==> config.mk <==
export PLATFORM = sky130hd
export DESIGN_NAME = mwo_lane
export DESIGN_NICKNAME = d
export VERILOG_FILES = /design/src/mwo_pkg.sv /design/src/mwo_lane.sv
export SDC_FILE = /design/constraint.sdc
export NUM_CORES = 2
export LEC_CHECK = 0
export BUFFER_PORTS_ARGS = -buffer_cell sky130_fd_sc_hd__buf_4
export CELL_PAD_IN_SITES_DETAIL_PLACEMENT = 1
export CELL_PAD_IN_SITES_GLOBAL_PLACEMENT = 1
export CORE_ASPECT_RATIO = 2
export CORE_MARGIN = 2
export CORE_UTILIZATION = 25
export DETAILED_ROUTE_END_ITERATION = 10
export GPL_ROUTABILITY_DRIVEN = 0
export PLACE_DENSITY_LB_ADDON = 0.25
export REMOVE_ABC_BUFFERS = 1
export SLEW_MARGIN = 40
export SYNTH_ARGS = -nofsm -noshare
export SYNTH_HDL_FRONTEND = slang
export SYNTH_SLANG_ARGS = --single-unit
==> constraint.sdc <==
create_clock -name clk -period 21.4 [get_ports clk]
set_clock_uncertainty 0.15 [all_clocks]
set_input_delay 6.42 -clock clk [delete_from_list [all_inputs] [get_ports clk]]
set_output_delay 6.42 -clock clk [all_outputs]
set_load 0.02 [all_outputs]
==> src/mwo_pkg.sv <==
// ---------------------------------------------------------------------------
// mwo_pkg
// Shared widths, constants, register codes and lane/merge structs for the
// mecanum wheel odometry block.
// ---------------------------------------------------------------------------
`timescale 1ns / 1ps
`default_nettype none

package mwo_pkg;

  // Field widths
  localparam int unsigned GEAR_W     = 8;
  localparam int unsigned RES_W      = 16;
  localparam int unsigned LEN_W      = 20;
  localparam int unsigned DEC_W      = 8;
  localparam int unsigned SEC_W      = 32;
  localparam int unsigned NSEC_W     = 30;
  localparam int unsigned VEL_W      = 32;
  localparam int unsigned CFG_IDX_W  = 3;
  localparam int unsigned CFG_DATA_W = 32;

  // Serial multiplier operand, tick scale 4*g*res, and hl+hw span
  localparam int unsigned FACT_W  = 64;
  localparam int unsigned SCALE_W = GEAR_W + RES_W + 2;
  localparam int unsigned SPAN_W  = LEN_W + 1;

  // 2*pi in Q3.32 and nanoseconds per second
  localparam int unsigned TWO_PI_W = 35;
  localparam logic [TWO_PI_W-1:0] TWO_PI_Q = 35'd26986075409;
  localparam logic [NSEC_W-1:0]   NS_PER_S = 30'd1000000000;

  // Quotient bits produced by the lane divider (two guard bits over 32)
  localparam int unsigned DIV_STEPS = VEL_W + 2;

  // Configuration register indexes
  typedef enum logic [CFG_IDX_W-1:0] {
    REG_GEAR_RATIO   = 3'd0,
    REG_TICK_RES     = 3'd1,
    REG_WHEEL_RADIUS = 3'd2,
    REG_HALF_LENGTH  = 3'd3,
    REG_HALF_WIDTH   = 3'd4,
    REG_DECIMATION   = 3'd5
  } cfg_reg_t;

  // Register reset values
  localparam logic [GEAR_W-1:0] RST_GEAR_RATIO   = 8'd5;
  localparam logic [RES_W-1:0]  RST_TICK_RES     = 16'd42;
  localparam logic [LEN_W-1:0]  RST_WHEEL_RADIUS = 20'd4588;
  localparam logic [LEN_W-1:0]  RST_HALF_LENGTH  = 20'd13107;
  localparam logic [LEN_W-1:0]  RST_HALF_WIDTH   = 20'd11076;
  localparam logic [DEC_W-1:0]  RST_DECIMATION   = 8'd5;

  // Status of one velocity lane
  typedef struct packed {
    logic             done;
    logic [VEL_W-1:0] value;
  } lane_stat_t;

  // Request from the sequencer to the output merge stage
  typedef struct packed {
    logic              load;
    logic              time_error;
    logic [SEC_W-1:0]  sec;
    logic [NSEC_W-1:0] nsec;
  } merge_req_t;

endpackage

`default_nettype wire

==> src/mwo_lane.sv <==
// ---------------------------------------------------------------------------
// mwo_lane
// One velocity lane: serial shift-add multipliers build the exact numerator
// and denominator, then a restoring divider yields a saturated quotient.
// ---------------------------------------------------------------------------
`timescale 1ns / 1ps
`default_nettype none

module mwo_lane #(
  parameter int MAG_W     = 35,
  parameter int NUM_SHIFT = 0
) (
  input  wire logic                         clk,
  input  wire logic                         rst,
  input  wire logic                         start,
  input  wire logic [MAG_W-1:0]             mag,
  input  wire logic                         neg,
  input  wire logic [mwo_pkg::LEN_W-1:0]    radius,
  input  wire logic [mwo_pkg::FACT_W-1:0]   dt,
  input  wire logic [mwo_pkg::SCALE_W-1:0]  scale,
  input  wire logic [mwo_pkg::SPAN_W-1:0]   span,
  output mwo_pkg::lane_stat_t               stat
);

  localparam int NUM_W  = MAG_W + mwo_pkg::LEN_W + mwo_pkg::TWO_PI_W + mwo_pkg::NSEC_W;
  localparam int DEN_W  = mwo_pkg::SCALE_W + mwo_pkg::FACT_W + mwo_pkg::SPAN_W;
  localparam int DSR_SH = mwo_pkg::DIV_STEPS - 1 + mwo_pkg::VEL_W;
  localparam int DIV_W  = (NUM_W + NUM_SHIFT > DEN_W + DSR_SH) ?
                          NUM_W + NUM_SHIFT : DEN_W + DSR_SH;
  localparam int CNT_W  = $clog2(mwo_pkg::DIV_STEPS);
  localparam int QW     = mwo_pkg::DIV_STEPS;

  // Multiply phases
  localparam logic [1:0] PH_RADIUS = 2'd0;
  localparam logic [1:0] PH_SPAN   = 2'd1;
  localparam logic [1:0] PH_NANO   = 2'd2;

  typedef enum logic [3:0] {
    L_IDLE = 4'b0001,
    L_MUL  = 4'b0010,
    L_DIV  = 4'b0100,
    L_DONE = 4'b1000
  } lane_state_t;

  lane_state_t                 state;
  logic [1:0]                  phase;
  logic [NUM_W-1:0]            nacc, nx;
  logic [mwo_pkg::FACT_W-1:0]  nm, dm;
  logic [DEN_W-1:0]            dacc, dx;
  logic [DIV_W-1:0]            rem, dsr;
  logic [QW-1:0]               q;
  logic [CNT_W-1:0]            cnt;
  logic                        num_zero, den_zero, neg_r;

  logic [mwo_pkg::VEL_W-1:0]   lim, mag_q, mag_out;

  // Sequence multiply phases and divider steps
  always_ff @(posedge clk) begin
    if (rst) begin
      state <= L_IDLE;
    end else begin
      unique case (state)
        L_IDLE, L_DONE: begin
          if (start) begin
            nx    <= NUM_W'(mag);
            nacc  <= '0;
            nm    <= mwo_pkg::FACT_W'(radius);
            dx    <= DEN_W'(scale);
            dacc  <= '0;
            dm    <= dt;
            neg_r <= neg;
            phase <= PH_RADIUS;
            state <= L_MUL;
          end
        end
        L_MUL: begin
          if (nm == '0 && dm == '0) begin
            if (phase == PH_NANO) begin
              rem      <= DIV_W'(nacc) << NUM_SHIFT;
              dsr      <= DIV_W'(dacc) << DSR_SH;
              q        <= '0;
              cnt      <= '0;
              num_zero <= (nacc == '0);
              den_zero <= (dacc == '0);
              state    <= L_DIV;
            end else begin
              nx    <= nacc;
              nacc  <= '0;
              dx    <= dacc;
              dacc  <= '0;
              nm    <= (phase == PH_RADIUS) ? mwo_pkg::FACT_W'(mwo_pkg::TWO_PI_Q)
                                            : mwo_pkg::FACT_W'(mwo_pkg::NS_PER_S);
              dm    <= (phase == PH_RADIUS) ? mwo_pkg::FACT_W'(span)
                                            : mwo_pkg::FACT_W'(1);
              phase <= phase + 2'd1;
            end
          end else begin
            if (nm[0]) nacc <= nacc + nx;
            if (dm[0]) dacc <= dacc + dx;
            nx <= nx << 1;
            dx <= dx << 1;
            nm <= nm >> 1;
            dm <= dm >> 1;
          end
        end
        L_DIV: begin
          if (rem >= dsr) begin
            rem <= rem - dsr;
            q   <= {q[QW-2:0], 1'b1};
          end else begin
            q   <= {q[QW-2:0], 1'b0};
          end
          dsr <= dsr >> 1;
          if (cnt == CNT_W'(QW - 1)) begin
            state <= L_DONE;
          end else begin
            cnt <= cnt + 1'b1;
          end
        end
        default: state <= L_IDLE;
      endcase
    end
  end

  // Saturate toward the sign of the numerator
  always_comb begin
    lim     = neg_r ? {1'b1, {(mwo_pkg::VEL_W-1){1'b0}}}
                    : {1'b0, {(mwo_pkg::VEL_W-1){1'b1}}};
    mag_q   = (q > QW'(lim)) ? lim : q[mwo_pkg::VEL_W-1:0];
    if (num_zero) begin
      mag_out = '0;
    end else if (den_zero) begin
      mag_out = lim;
    end else begin
      mag_out = mag_q;
    end
    stat.done  = (state == L_DONE);
    stat.value = neg_r ? (~mag_out + 1'b1) : mag_out;
  end

endmodule

`default_nettype wire

== Yosys cells after proc, flatten, opt, wreduce, memory -nomap -nowiden ==
Cells that the tools add are included.

* Word-level logic and storage cells: 117
* Flip-flop bits (word level): 991
* Bits of input ports: 170

* Reductions and logical operators: 19
* $lt $le $gt $ge: 2
* Bitwise gates (word level): 2
* Mux-type cells: 57
* Eq/ne operators: 16
* Add/subtract/negate cells: 6

{| class="wikitable"
|+ Operators with widths
! cell !! count
|-
| $mux 176 || 5
|-
| $mux 120 || 7
|-
| $mux 111 || 7
|-
| $pmux 176 s2 || 2
|-
| $pmux 120 s2 || 2
|-
| $pmux 111 s2 || 2
|-
| $mux 64 || 6
|-
| $pmux 64 s2 || 2
|-
| $ge 176x176->1 || 1
|-
| $sub 176x176->176 || 1
|-
| $mux 32 || 5
|-
| $logic_not 64->1 || 2
|-
| $add 120x120->120 || 1
|-
| $logic_not 120->1 || 1
|-
| $add 111x111->111 || 1
|-
| $logic_not 111->1 || 1
|-
| $mux 34 || 2
|-
| $pmux 34 s2 || 1
|-
| $mux 35 || 1
|-
| $gt 34x32->1 || 1
|-
| $add 32x1->32 const B || 1
|-
| $not 32->32 || 1
|-
| $reduce_and 5->1 || 5
|-
| $mux 21 || 1
|-
| 24 further kinds || 43
|}

== Logic depth before layout (Yosys ltp) ==
* Word-level depth: 8
* Mapped depth: 27
* Gate-level depth less buffers: 21

== Worst setup path before layout ==
OpenSTA, ideal clock, no wires.

* Path type: input-to-reg
* Start point: in rst
* End point: reg rem[0] (enable)
* Arrival: 15.123 ns
* Stages on the path: 3
* Slack: 5.358 ns
* Library setup time: 0.770 ns
* Data required time: 20.480 ns
* Path through: a21oi_1 nand2_1 a21oi_1

* Longest elaborated chain between the ends: 2

{| class="wikitable"
|+ Ends and longest elaborated chain
! what !! line !! source
|-
| from (decl) || mwo_lane.sv:14 || <nowiki>input wire logic rst,</nowiki>
|-
| $not 1->1 (no line) || - ||
|-
| $reduce_and 5->1 (no line) || - ||
|-
| to (signal assigned) || mwo_lane.sv:79 || <nowiki>rem <= DIV_W'(nacc) << NUM_SHIFT;</nowiki>
|-
| to (signal assigned) || mwo_lane.sv:108 || <nowiki>rem <= rem - dsr;</nowiki>
|-
| to (decl) || mwo_lane.sv:50 || <nowiki>logic [DIV_W-1:0] rem, dsr;</nowiki>
|}

Every way passes these cells.
A chain may end at the register's enable or synchronous reset.

==> results_dict.tcl <==
set metrics [dict create \
    die_area_um2 277000 \
    cts_resized 0 \
    path_class "reg2out" \
    cpMostUsedCell "or4_1" \
    overflow 0 \
    num_vias 59000 \
    status "finished, final reports clean" \
    ys_ff_latch 962 \
    worst_path_largest_cell_delay_ns 0.58 \
    crit_chain "buf_4, clkinv_2, ha_1, nand4_1, or4_1, or3_4, nor3_4, nand3_2, a21o_1, buf_4, o21ai_0, ha_1, inv_1, or2_1, or4_1, or4_1, or4_1, nor4_1, o21ai_0, nand2_1, mux2i_1, buf_4" \
    yosys.area.top_type "edfxtp_1" \
    grt_pass1_wl_um 383000 \
    yosysUniqueCellTypes 102 \
    start_util_pct 25.1 \
    period_minus_slack_ns 14.51 \
    cp_slowest_cell "clkinv_2" \
    pre_cts_ws_ns 7.71 \
    post-cts-setup-buffers 0 \
    critPathLaunch "neg_r" \
    worst_pin_slew_ns 0.919 \
    end_kind "primary output" \
    hp-class "reg2reg" \
    wl_per_cell_um 21.8 \
    drt-vias-per-instance 5.13 \
    pin_count 203 \
    clock_latency_ns 0.77 \
    critPathMaxFanout 64 \
    synthesis.area_per_instance_um2 8.65 \
    hold_buffers 0 \
    timing.final.crit_share_pct 67.8 \
    grt_util_all_layers_pct 17.6 \
    die_width_um 373 \
    h-tree-depth 3 \
    slew-limit-headroom_pct 37.9 \
    p_leak_nw 29.6 \
    maxCapViolCount 0 \
    synth_cells 7876 \
    yosysSeqAreaShare_pct 42.4 \
    final_layout_size_suffix_gt1_share_pct 6.90 \
    finalHoldViolations 0 \
    drtIter0Drc 3484 \
    required_ns 14.83 \
    start_kind "flop" \
    cts_tree "built" \
    netlist_area_um2 68100 \
    grt_start_max_net_pins 141 \
    power.density_nw_per_um2 69.3 \
    dp_cells 11300 \
    clockBufferDepth 3 \
    antenna_found_initial 5 \
    synth_top_area_share_pct 42.2 \
    finalNonFillerCells 11500 \
    rows 271 \
    yosysWarnings 0 \
    ys_async_sr_fraction_pct 0 \
    first_pass_iters 6 \
    portBuffers 202 \
    synth_edf_count 958 \
    rr_startpoint "dsr[72]" \
    dp_hpwl_um 191000 \
    fmax_mhz 68.9 \
    path_clk_slew_ns 0.06 \
    wl_um 251000 \
    cts_buffers 109 \
    hold_start "dm[49]" \
    ys.flop_type "edfxtp_1" \
    dieHeight_um 742 \
    drv_slew 0 \
    syn_to_final_growth_pct 13.3 \
    numClockSinks 962 \
    route.detailed.drc 0 \
    worst_slack_ns 6.89 \
    critPathArrivalTime_ns 7.94 \
    timing.hold.ws_ns 0.390 \
    vdd_drop_max_mv 0.0655 \
    final-setup-viol-count 0 \
    ant_nets 0 \
    cts-root-buf "clkbuf_16" \
    fin_util_pct 28.4 \
    nets 8461 \
    synthTopCellsByArea "edfxtp_1, ha_1, nand2_1" \
    grt_pass1_vias 60800 \
    coreArea_um2 272000 \
    finalPower_mw 5.35 \
    rsz0062_at_grt "false" \
]
## report_power, final
group          internal, mW  total, mW  switching, mW
sequential             2.20       2.31          0.109
clock                  1.15       2.04          0.891
combinational         0.359      0.996          0.637
total                  3.71       5.35           1.64
## cell usage in the layout (no fill, tap or decap), drive strengths merged, types with 28 or more instances in the layout
cell,n
nand3,78
nand2,1339
nor2b,35
and2,63
edfxtp,958
or3,38
o31ai,35
nand2b,37
ha,442
inv,351
clkinv,38
o211ai,28
nand4,212
a21oi,859
o21ai,652
xnor2,235
o21a,43
and3,30
buf,285
clkbuf,130
nor4,125
nor2,775
o21bai,143
a31oi,96
xor2,151
a21boi,35
a21o,232
a211oi,45
nor3,132
## final timing paths
kind	slack, ns	cells past startpoint	end
worst min register to register	0.39	2	dm[48]
worst max register to register	14.97	18	rem[39]
worst min-delay path	0.39	2	dm[48]
worst max-delay path	6.89	22	stat[28]
## routing by layer
metal / wire [um] / up-vias / GRT usage [%]
met3: 8990 / 212 / 2.04
met5: 15 / - / 0
met4: 5090 / 2 / 3.67
li1: - / 28500 / -
met1: 118000 / 29400 / 24.0
met2: 118000 / 913 / 29.7
## registers in the layout, summed over array words and instances (netlist names)
register  cells
dacc        111
dm           64
neg_r         1
nacc        120
nx          120
cnt           6
dsr         176
num_zero      1
dx          111
q            34
nm           35
state         4
den_zero      1
rem         176
phase         2
## final cells by class
cell class | instances | area (um2)
Clock inverter | 72 | 853
Timing Repair Buffer | 285 | 2380
Sequential cell | 962 | 28800
Inverter | 344 | 1310
Clock buffer | 130 | 2870
Multi-Input combinational cell | 6144 | 36400
Fill cell | 31800 | 194000
Antenna cell | 4 | 10.0
Tap cell | 3549 | 4440
## per-stage QoR
step | area, um2 | TNS [ns]
2_1_floorplan | 66400 | -861.99
3_3_place_gp | 73000 | 0
3_5_place_dp | 73200 | 0
4_1_cts | 76900 | 0
5_1_grt | 77100 | 0
6_report | 77100 | 0
## cell families after synthesis
kind of cell	after synthesis	synth area share, %
compound gates	2341	20.6
xor+xnor	386	4.96
fa+ha+maj	445	8.21
buf+inv	770	4.37
flops	962	42.4
mux	18	0.276
simple gates	2954	19.3
## critical path, delay by kind of cell, from the launching register on
kind,cells,cell delay (ns)
fa+ha+maj,2,0.81
compound gates,3,0.60
simple gates,11,3.46
buf+inv,5,1.74
mux,1,0.21
flops,1,0.32
## Yosys cell counts (all sizes together), types with 30 or more instances
library cell	instances
nand2	1339
edfxtp	958
a21oi	859
nor2	775
o21ai	652
ha	442
clkbuf	408
inv	343
xnor2	235
a21o	232
nand4	212
xor2	151
o21bai	143
nor3	132
nor4	125
a31oi	96
nand3	78
and2	63
a211oi	45
o21a	43
or3	38
nand2b	37
a21boi	35
nor2b	35
o31ai	35
and3	30
No activity file was read; power rests on OpenSTA's default activity.
