===== src/mwo_pkg.sv =====
// ---------------------------------------------------------------------------
// mwo_pkg
// Shared widths, constants, register codes and lane/merge structs for the
// mecanum wheel odometry block.
// ---------------------------------------------------------------------------
`timescale 1ns / 1ps
`default_nettype none

package mwo_pkg;

  // Field widths
  localparam int unsigned GEAR_W     = 8;
  localparam int unsigned RES_W      = 16;
  localparam int unsigned LEN_W      = 20;
  localparam int unsigned DEC_W      = 8;
  localparam int unsigned SEC_W      = 32;
  localparam int unsigned NSEC_W     = 30;
  localparam int unsigned VEL_W      = 32;
  localparam int unsigned CFG_IDX_W  = 3;
  localparam int unsigned CFG_DATA_W = 32;

  // Serial multiplier operand, tick scale 4*g*res, and hl+hw span
  localparam int unsigned FACT_W  = 64;
  localparam int unsigned SCALE_W = GEAR_W + RES_W + 2;
  localparam int unsigned SPAN_W  = LEN_W + 1;

  // 2*pi in Q3.32 and nanoseconds per second
  localparam int unsigned TWO_PI_W = 35;
  localparam logic [TWO_PI_W-1:0] TWO_PI_Q = 35'd26986075409;
  localparam logic [NSEC_W-1:0]   NS_PER_S = 30'd1000000000;

  // Quotient bits produced by the lane divider (two guard bits over 32)
  localparam int unsigned DIV_STEPS = VEL_W + 2;

  // Configuration register indexes
  typedef enum logic [CFG_IDX_W-1:0] {
    REG_GEAR_RATIO   = 3'd0,
    REG_TICK_RES     = 3'd1,
    REG_WHEEL_RADIUS = 3'd2,
    REG_HALF_LENGTH  = 3'd3,
    REG_HALF_WIDTH   = 3'd4,
    REG_DECIMATION   = 3'd5
  } cfg_reg_t;

  // Register reset values
  localparam logic [GEAR_W-1:0] RST_GEAR_RATIO   = 8'd5;
  localparam logic [RES_W-1:0]  RST_TICK_RES     = 16'd42;
  localparam logic [LEN_W-1:0]  RST_WHEEL_RADIUS = 20'd4588;
  localparam logic [LEN_W-1:0]  RST_HALF_LENGTH  = 20'd13107;
  localparam logic [LEN_W-1:0]  RST_HALF_WIDTH   = 20'd11076;
  localparam logic [DEC_W-1:0]  RST_DECIMATION   = 8'd5;

  // Status of one velocity lane
  typedef struct packed {
    logic             done;
    logic [VEL_W-1:0] value;
  } lane_stat_t;

  // Request from the sequencer to the output merge stage
  typedef struct packed {
    logic              load;
    logic              time_error;
    logic [SEC_W-1:0]  sec;
    logic [NSEC_W-1:0] nsec;
  } merge_req_t;

endpackage

`default_nettype wire


===== src/mwo_if.sv =====
// ---------------------------------------------------------------------------
// mwo_if
// Valid/ready channel interfaces: encoder samples in, body velocities out,
// and the configuration write channel.
// ---------------------------------------------------------------------------
`timescale 1ns / 1ps
`default_nettype none


interface mwo_out_if;
  logic                              valid;
  logic                              ready;
  logic signed [mwo_pkg::VEL_W-1:0]  vel_x;
  logic signed [mwo_pkg::VEL_W-1:0]  vel_y;
  logic signed [mwo_pkg::VEL_W-1:0]  yaw_rate;
  logic [mwo_pkg::SEC_W-1:0]         out_sec;
  logic [mwo_pkg::NSEC_W-1:0]        out_nsec;
  logic                              time_error;

  modport source (output valid, vel_x, vel_y, yaw_rate, out_sec, out_nsec,
                  time_error, input ready);
  modport sink   (input valid, vel_x, vel_y, yaw_rate, out_sec, out_nsec,
                  time_error, output ready);
endinterface


`default_nettype wire


===== src/mwo_merge.sv =====
// ---------------------------------------------------------------------------
// mwo_merge
// Merges the three lane results and the passed-through stamp into the
// output register that drives the result channel.
// ---------------------------------------------------------------------------
`timescale 1ns / 1ps
`default_nettype none

module mwo_merge (
  input  wire logic                 clk,
  input  wire logic                 rst,
  input  mwo_pkg::merge_req_t       req,
  input  mwo_pkg::lane_stat_t       lane_x,
  input  mwo_pkg::lane_stat_t       lane_y,
  input  mwo_pkg::lane_stat_t       lane_w,
  output logic                      free,
  mwo_out_if.source                 result
);

  logic load;

  assign free = !result.valid || result.ready;
  assign load = req.load && free;

  // Track output occupancy
  always_ff @(posedge clk) begin
    if (rst) begin
      result.valid <= 1'b0;
    end else if (load) begin
      result.valid <= 1'b1;
    end else if (result.ready) begin
      result.valid <= 1'b0;
    end
  end

  // Capture the merged transaction; a timing error zeroes the velocities
  always_ff @(posedge clk) begin
    if (load) begin
      result.vel_x      <= req.time_error ? '0 : lane_x.value;
      result.vel_y      <= req.time_error ? '0 : lane_y.value;
      result.yaw_rate   <= req.time_error ? '0 : lane_w.value;
      result.out_sec    <= req.sec;
      result.out_nsec   <= req.nsec;
      result.time_error <= req.time_error;
    end
  end

endmodule

`default_nettype wire


===== src/flat_wrapper.sv =====
// flat-port wrapper written by rule: the top's interface ports become plain ports
module mwo_merge_flat 
  (clk, rst, req, lane_x, lane_y, lane_w, free, result_valid, result_vel_x, result_vel_y, result_yaw_rate, result_out_sec, result_out_nsec, result_time_error, result_ready);
  mwo_out_if result_i ();
  input  wire logic clk;
  input  wire logic rst;
  input  mwo_pkg::merge_req_t req;
  input  mwo_pkg::lane_stat_t lane_x;
  input  mwo_pkg::lane_stat_t lane_y;
  input  mwo_pkg::lane_stat_t lane_w;
  output logic free;
  output wire logic [$bits(result_i.valid)-1:0] result_valid;
  output wire logic [$bits(result_i.vel_x)-1:0] result_vel_x;
  output wire logic [$bits(result_i.vel_y)-1:0] result_vel_y;
  output wire logic [$bits(result_i.yaw_rate)-1:0] result_yaw_rate;
  output wire logic [$bits(result_i.out_sec)-1:0] result_out_sec;
  output wire logic [$bits(result_i.out_nsec)-1:0] result_out_nsec;
  output wire logic [$bits(result_i.time_error)-1:0] result_time_error;
  input wire logic [$bits(result_i.ready)-1:0] result_ready;
  assign result_valid = result_i.valid;
  assign result_vel_x = result_i.vel_x;
  assign result_vel_y = result_i.vel_y;
  assign result_yaw_rate = result_i.yaw_rate;
  assign result_out_sec = result_i.out_sec;
  assign result_out_nsec = result_i.out_nsec;
  assign result_time_error = result_i.time_error;
  assign result_i.ready = result_ready;
  mwo_merge u_core (.clk(clk), .rst(rst), .req(req), .lane_x(lane_x), .lane_y(lane_y), .lane_w(lane_w), .free(free), .result(result_i));
endmodule

===== config.mk =====
export PLATFORM = sky130hd
export DESIGN_NAME = mwo_merge_flat
export DESIGN_NICKNAME = d
export VERILOG_FILES = /design/src/mwo_pkg.sv /design/src/mwo_if.sv /design/src/mwo_merge.sv /design/src/flat_wrapper.sv
export SDC_FILE = /design/constraint.sdc
export NUM_CORES = 1
export LEC_CHECK = 0
export BUFFER_PORTS_ARGS = -buffer_cell sky130_fd_sc_hd__buf_2
export CORE_AREA = 2 2 127 129
export DETAILED_ROUTE_END_ITERATION = 8
export DIE_AREA = 0 0 129 131
export GPL_TIMING_DRIVEN = 0
export MAX_ROUTING_LAYER = met4
export PLACE_DENSITY = 0.67
export SLEW_MARGIN = 20
export SYNTH_ARGS = -nofsm -noshare
export SYNTH_HDL_FRONTEND = slang
export SYNTH_SLANG_ARGS = --single-unit

===== constraint.sdc =====
create_clock -name clk -period 6.47 [get_ports clk]
set_clock_uncertainty 0.05 [all_clocks]
set_input_delay 0.9705 -clock clk [delete_from_list [all_inputs] [get_ports clk]]
set_output_delay 0.9705 -clock clk [all_outputs]
set_load 0.05 [all_outputs]

**Word-level counts from Yosys, hierarchy flattened**

Index checks and enable logic that the tools add are counted.

- Output and inout port bits: 161
- Memories kept: 0
- Bits in read-only memories: 0
- Register bits after elaboration: 160
- Bits in latches: 0
- Logic and storage cells: 13
- RAM bits: 0

- Multiplexer cells: 2
- Reduce and logical (&&, ||, !) cells: 4
- Equality and inequality tests: 0
- Shift-type cells: 0
- Multipliers: 0
- $add $sub $neg: 0
- $lt $le $gt $ge: 0
- Bitwise operators: 0
- Div/mod/pow operators: 0

Operator list:

| operator | number |
|---|---|
| $mux 1 | 2 |
| $reduce_bool 2->1 | 1 |
| $logic_and 1x1->1 | 1 |
| $logic_not 1->1 | 1 |
| $logic_or 1x1->1 | 1 |

**Depth between registers and ports, before layout**

Gate-level depths: netlist (run 1).

- Depth after elaboration: 4
- Depth in mapped cells: 3

**Worst setup path after synthesis (run 1)**

No wires, ideal clock.

- Kind: input-to-reg
- From: input result_ready
- To: register u_core.result.out_nsec[0], enable pin
- Stages: 2
- Setup slack: 741 ps
- Data arrival time: 5,142 ps
- Required time: 5,883 ps
- Cells stage by stage: nand2b_1 and2_1

- Cells in the longest elaborated chain, start to end: 2

RTL lines:

| what | RTL line | text |
|---|---|---|
| start, declared | flat_wrapper.sv:19 | `input wire logic [$bits(result_i.ready)-1:0] result_ready;` |
| $logic_or 1x1->1 | mwo_merge.sv:22 | `assign free = !result.valid \|\| result.ready;` |
| $logic_and 1x1->1 | mwo_merge.sv:23 | `assign load = req.load && free;` |
| named net u_core.load | mwo_merge.sv:20 | `logic load;` |
| end signal, assigned | mwo_merge.sv:43 | `result.out_nsec <= req.nsec;` |
| end, declared | mwo_if.sv:20 | `modport source (output valid, vel_x, vel_y, yaw_rate, out_sec, out_nsec,` |

The timed path passes the listed nets, and every way through them passes these cells.
A chain may end at the register's enable or synchronous reset.

**Worst setup path after layout (run 1)**

- From: input result_ready
- To: output free

- Cells in the longest elaborated chain, start to end: 1

RTL lines:

| what | RTL line | text |
|---|---|---|
| $logic_or 1x1->1 | mwo_merge.sv:22 |  |
| end, declared | flat_wrapper.sv:11 | `output logic free;` |

Every way passes these cells.

==> metrics.md, run 1 <==
| Metric | Value |
|---|---|
| DRC errors left | `0` |
| Largest cells by area after synthesis | `edfxtp_1, nor2b_1, buf_6` |
| ANT cells | `0` |
| Synth area leader | `edfxtp_1` |
| Max-slew headroom | `0.569` |
| Hold-fix buffers, CTS | `0` |
| Fin crit period | `2.48 ns` |
| IO Count | `327` |
| Post-route ant nets | `0` |
| Status | `complete, no violations` |
| Most used DFF post-synth | `edfxtp_1` |
| Initial antenna violation count | `0` |
| Count of cell types in the netlist | `10` |
| Hold path cells | `2` |
| Root buffer cell | `clkbuf_16` |
| Share of layout cells above drive strength 1 | `0.581` |
| Core Area | `about 0.016 sq mm` |
| FF-to-FF End | `u_core.result.vel_x[18]` |
| Crit Path Category | `primary input to primary output` |
| Cts repair resizes | `0` |
| First-iteration detailed-routing DRC count | `164` |
| Drt total wl | `13.2 mm` |
| Cell Area, Synth | `0.00549 sq mm` |
| Grt ovf | `0` |
| Vias/cell | `4.26` |
| Reg clk slew, reported paths | `0.06 ns` |
| Hold path startpoint | `u_core.result.valid` |
| Die height | `approximately 130 um` |
| Fin crit share | `0.383` |
| Unrepaired setup endpoints after global routing | `false` |
| Length of the first detailed-routing pass in iterations | `4` |
| Placed standard-cell area | `0.00744 sq mm` |
| # Post-CTS Setup Buffers | `0` |
| Hold slack | `0.486 ns` |
| Final hold vios | `0` |
| Register bit total from synthesis | `160` |
| Sequential share of the synthesized area | `0.873` |
| WP data required | `5.45 ns` |
| DIE WIDTH | `approximately 130 um` |
| Layout area overhead | `47.1%` |
| CTS tree | `yes` |
| Fmax | `404 MHz` |
| Arrival time worst endpoint | `1.46 ns` |
| Crit end category | `primary output` |
| Worst Path Max Fanout | `3` |
| Dpl ws | `approximately 3.9 ns` |
| Hold Crit Endpoint | `u_core.result.valid` |
| Peak VDD IR | `162 uV` |
| Max H-tree Level | `4` |
| Synth top area share | `0.869` |
| Post-DP HPWL | `9.82 mm` |
| Register-to-register setup slack | `4.67 ns` |
| Initial core utilization | `0.352` |
| Leak pwr | `3.47 nW` |
| Clk buf depth | `2` |
| Largest net degree at the start of global routing | `64` |
| Mapped Nets | `roughly 440` |
| Worst skew pair latency | `0.41 ns` |
| Fraction of registers with async set/reset | `0` |
| Number of global-route vias before repair | `3734` |
| Row cnt | `46` |
| Final setup fails | `0` |
| Routed len/inst | `15.6 um` |
| HP Class | `flop to flop` |
| R2R cell count | `3` |
| Total number of vias | `3584` |
| Num CTS Buffers | `17` |
| Final WS setup | `3.99 ns` |
| Startpoint Class | `primary input` |
| Number of synthesized flops with an enable pin | `159` |
| Clock sinks | `160` |
| Placer Congestion | `0.744` |
| Fin area | `0.00808 sq mm` |
| PwrDens | `around 340 mW/mm^2` |
| Die ar. | `approximately 0.017 sq mm` |
| First-pass GRT wire length | `about 19 mm` |
| GRT Util Overall | `0.154` |
| Worst R2R Start | `u_core.result.valid` |
| Most frequent cell after synthesis | `edfxtp_1` |
| Final Slew Violations | `0` |
| Syn Area/Cell | `20.3 sq um` |
| Least-Margin Pin Slew | `0.647 ns` |
| Syn. warnings | `0` |
| Number of max-cap violations | `0` |
| Nets | `780` |
| Input/output buffers | `323` |
| Synth cell count leaders | `edfxtp_1, nor2b_1, buf_2` |
| Synthesized instance count | `270` |
## flip-flops by register name, summed over array words and instances, names as in the netlist
name / count
u_core.result.out_nsec: 30
u_core.result.out_sec: 32
u_core.result.time_error: 1
u_core.result.valid: 1
u_core.result.vel_x: 32
u_core.result.vel_y: 32
u_core.result.yaw_rate: 32
## cells by family (layout without fill, tap and decap cells)
logic type,count (synthesis),count (layout),synth area share
flops,160,160,0.873
simple gates,98,98,0.112
buf+inv,11,367,0.0148
compound gates,1,1,0.000910
## worst max-delay path: stages
cell and delay, ns:
buf_2 0.07, nand2b_1 0.13, buf_2 0.28
## power breakdown
| group | internal [mW] | switching, mW | total, mW |
|---|---|---|---|
| Clock | 0.688 | 0.403 | 1.09 |
| Sequential | 1.22 | 0.0147 | 1.23 |
| Combinational | 0.0982 | 0.301 | 0.399 |
## placed cells by master (no fill, tap or decap), drive strengths merged
cell type / n
a21oi: 1
and2: 1
buf: 335
bufinv: 5
clkbuf: 19
clkinv: 3
clkinvlp: 1
dfxtp: 1
edfxtp: 159
inv: 4
nand2b: 1
nor2b: 96
## per-stage QoR
stage	instances	TNS [ns]	utilization	total power, mW
2_1_floorplan	270	0	-	1.54
3_3_place_gp	809	-21.09	0.473	1.66
3_5_place_dp	811	0	0.477	1.66
4_1_cts	842	0	0.518	2.75
5_1_grt	842	0	0.518	2.81
6_report	842	0	0.518	2.72
## worst max path at each step
| stage | cells past startpoint | start | slack (ns) | to |
|---|---|---|---|---|
| finish | 3 | result_ready | 3.99 | free |
| global route | 3 | result_ready | 3.96 | free |
| CTS | 3 | result_ready | 3.99 | free |
| detailed placement | 4 | result_ready | 3.90 | u_core.result.out_sec[14] |
| global placement | 3 | result_ready | -0.15 | u_core.result.out_nsec[29] |
| floorplan | 2 | result_ready | 0.74 | u_core.result.out_nsec[0] |
## routing by layer
metal | wire (um) | share of wire | GRT usage
met5 | 0 | 0 | -
met2 | 6870 | 0.52 | 0.260
met3 | 1150 | 0.087 | 0.0590
met1 | 4860 | 0.37 | 0.161
met4 | 278 | 0.021 | 0.0723
## area by class of cell
type / count / area, sq um
Buffer: 10 / 77.6
Clock buffer: 19 / 433
Clock inverter: 12 / 208
Fill cell: 1337 / 7520
Inverter: 1 / 3.75
Multi-Input combinational cell: 99 / 621
Sequential cell: 160 / 4790
Tap cell: 216 / 270
Timing Repair Buffer: 325 / 1670
Power figures use the tool's default switching activity.
==> run 2: changes to the inputs <==
--- a/config.mk
+++ b/config.mk
@@ -5,13 +5,14 @@
 export SDC_FILE = /design/constraint.sdc
 export NUM_CORES = 1
 export LEC_CHECK = 0
+export ABC_AREA = 1
 export BUFFER_PORTS_ARGS = -buffer_cell sky130_fd_sc_hd__buf_2
-export CORE_AREA = 2 2 127 129
+export CORE_AREA = 2 2 128 130
 export DETAILED_ROUTE_END_ITERATION = 8
-export DIE_AREA = 0 0 129 131
+export DIE_AREA = 0 0 130 132
 export GPL_TIMING_DRIVEN = 0
 export MAX_ROUTING_LAYER = met4
-export PLACE_DENSITY = 0.67
+export PLACE_DENSITY = 0.68
 export SLEW_MARGIN = 20
 export SYNTH_ARGS = -nofsm -noshare
 export SYNTH_HDL_FRONTEND = slang
==> constraint.sdc (replaced) <==
create_clock -name clk -period 2.55 [get_ports clk]
set_clock_uncertainty 0.05 [all_clocks]
set_input_delay 0.3825 -clock clk [delete_from_list [all_inputs] [get_ports clk]]
set_output_delay 0.3825 -clock clk [all_outputs]
set_load 0.05 [all_outputs]
==> metrics.md, run 2 <==
| Metric | Value |
|---|---|
| Worst Path Buf+Inv | `5` |
| IO Count | `327` |
| Cell family contributing the most delay on the critical path | `buffers and inverters` |
| Number of global-route vias before repair | `3850` |
| Most common cell after layout, fill and taps aside | `buf_2` |
| Die ar. | `0.0172 sq mm` |
| M1 GR Usage | `0.178` |
| Nets | `884` |
| Unrepaired setup endpoints after global routing | `false` |
| Initial antenna violation count | `2` |
| Cts repair resizes | `0` |
| Crit end category | `flop` |
| Fin crit period | `2.15 ns` |
| Total power | `roughly 6.5 mW` |
| Fin crit share | `0.844` |
| Peak VDD IR | `between 300 and 400 uV` |
| Fraction of registers with async set/reset | `0` |
| Synthesized instance count | `368` |
| First-pass GRT wire length | `20.1 mm` |
| Die height | `between 100 and 150 um` |
| Layout area overhead | `46.4%` |
| Most frequent cell after synthesis | `edfxtp_1` |
| Count of cell types in the netlist | `10` |
| Clock sinks | `160` |
| Synth cell count leaders | `edfxtp_1, inv_1, nor2_1` |
| Length of the first detailed-routing pass in iterations | `4` |
| Crit Path Category | `flop to flop` |
| Placer Congestion | `a little under 0.8` |
| Row cnt | `46` |
| Inst Count DP | `915` |
| Max H-tree Level | `4` |
| Number of max-cap violations | `0` |
| GRT Util Overall | `0.163` |
| Syn Area/Cell | `15.5 sq um` |
| Cell Area, Synth | `0.00571 sq mm` |
| Drt total wl | `13.3 mm` |
| Final Slew Violations | `0` |
| Arrival time worst endpoint | `~2.2 ns` |
| Leak pwr | `approximately 4.0 nW` |
| Sequential share of the synthesized area | `0.840` |
| Number of synthesized flops with an enable pin | `159` |
| Synth top area share | `0.836` |
| Total number of vias | `3806` |
| WP data required | `2.62 ns` |
| Fmax | `465 MHz` |
| PwrDens | `approximately 800 mW/mm^2` |
| Hold-fix buffers, CTS | `0` |
| Root buffer cell | `clkbuf_16` |
| Grt ovf | `0` |
| Status | `complete, no violations` |
| First-iteration detailed-routing DRC count | `approximately 160` |
| Post-route ant nets | `0` |
| Most frequent cells in the layout | `buf_2, edfxtp_1, inv_1` |
| Slowest cell on crit path | `a21oi_4` |
| Initial core utilization | `0.363` |
| Max-slew headroom | `0.588` |
| Num CTS Buffers | `17` |
| Largest cells by area after synthesis | `edfxtp_1, inv_1, nor2_1` |
| Fin cells | `949` |
| Dpl ws | `0.172 ns` |
| Clk buf depth | `2` |
| CTS tree | `yes` |
| Input/output buffers | `323` |
| Largest net degree at the start of global routing | `23` |
| Register bit total from synthesis | `160` |
| Top cell by count, worst path | `buf_16` |
| HP Class | `primary input to flop` |
| CP max stage delay | `0.51 ns` |
| GRT Max-Usage Layer | `met2` |
| Worst skew pair latency | `between 0.4 and 0.5 ns` |
| Mapped Nets | `roughly 530` |
| Most used DFF post-synth | `edfxtp_1` |
| Worst Path Max Fanout | `22` |
| Setup_tns | `0 ns` |
| Startpoint Class | `flop` |
| # Post-CTS Setup Buffers | `0` |
| Syn. warnings | `0` |
| Least-Margin Pin Slew | `around 0.62 ns` |
| Met2 Use GR | `0.263` |
| Reg clk slew, reported paths | `0.06 ns` |
| Final setup fails | `0` |
| DRC errors left | `0` |
| Met3 Use GR | `0.0560` |
| Synth area leader | `edfxtp_1` |
| Critical path cell sequence | `a21oi_4 -> buf_16 -> buf_16 -> buf_16 -> buf_16 -> buf_16` |
| Share of layout cells above drive strength 1 | `0.524` |
| Core Area | `about 0.016 sq mm` |
| Hold slack | `between 0.05 and 0.06 ns` |
| Routed len/inst | `14.1 um` |
| DIE WIDTH | `130 um` |
| Final WS setup | `0.399 ns` |
| Vias/cell | `4.01` |
| Final hold vios | `0` |
| Post-DP HPWL | `just over 10 mm` |
-- run 2: cell types whose count changed after synthesis, sizes merged --
cell / change
inv: +97
nor2: +96
nor2b: -96
a21oi: +1
and2: -1
buf: +1
nand2: +1
nand2b: -1
-- run 2: per-layer routing --
layer	vias up	part of all wire
li1	1887	-
met3	31	0.093
met1	1683	0.38
met5	-	0
met4	0	0.029
met2	205	0.50
-- run 2: logic make-up after synthesis --
logic type | share of synthesized area
simple gates | 0.0769
compound gates | 0.00175
buf+inv | 0.0813
flops | 0.840
-- run 2: through the flow --
| stage | area, sq um | utilization |
|---|---|---|
| after floorplan | 5720 | - |
| after global placement | 7610 | 0.484 |
| after detailed placement | 7820 | 0.498 |
| after CTS | 8350 | 0.532 |
| after global routing | 8360 | 0.532 |
| final | 8360 | 0.532 |
-- run 2: final cells by class --
class / instances / area [sq um]
fillers: 1351 / 7350
flip-flops and latches: 160 / 4800
plain buffers: 11 / 96.3
repair buffers: 331 / 1820
inverters: 98 / 368
well taps: 216 / 270
clock inverters: 14 / 108
multi-input cells: 99 / 460
diodes: 2 / 5.00
clock buffers: 18 / 429
-- run 2: final timing paths --
path | startpoint | endpoint | slack (ns) | depth (start not counted)
worst max-delay path | u_core.result.valid | u_core.result.out_nsec[26] | 0.40 | 6
worst min-delay path | rst | u_core.result.valid | 0.05 | 2
worst max register to register | u_core.result.valid | u_core.result.out_nsec[26] | 0.40 | 6
worst min register to register | u_core.result.valid | u_core.result.valid | 0.49 | 2
-- run 2: report_power, final --
part | switching, mW | internal (mW) | leakage (nW)
Combinational | 0.805 | 0.277 | 2.17
Sequential | 0.0339 | 3.09 | 1.58
Clock | 1.06 | 1.25 | 0.249
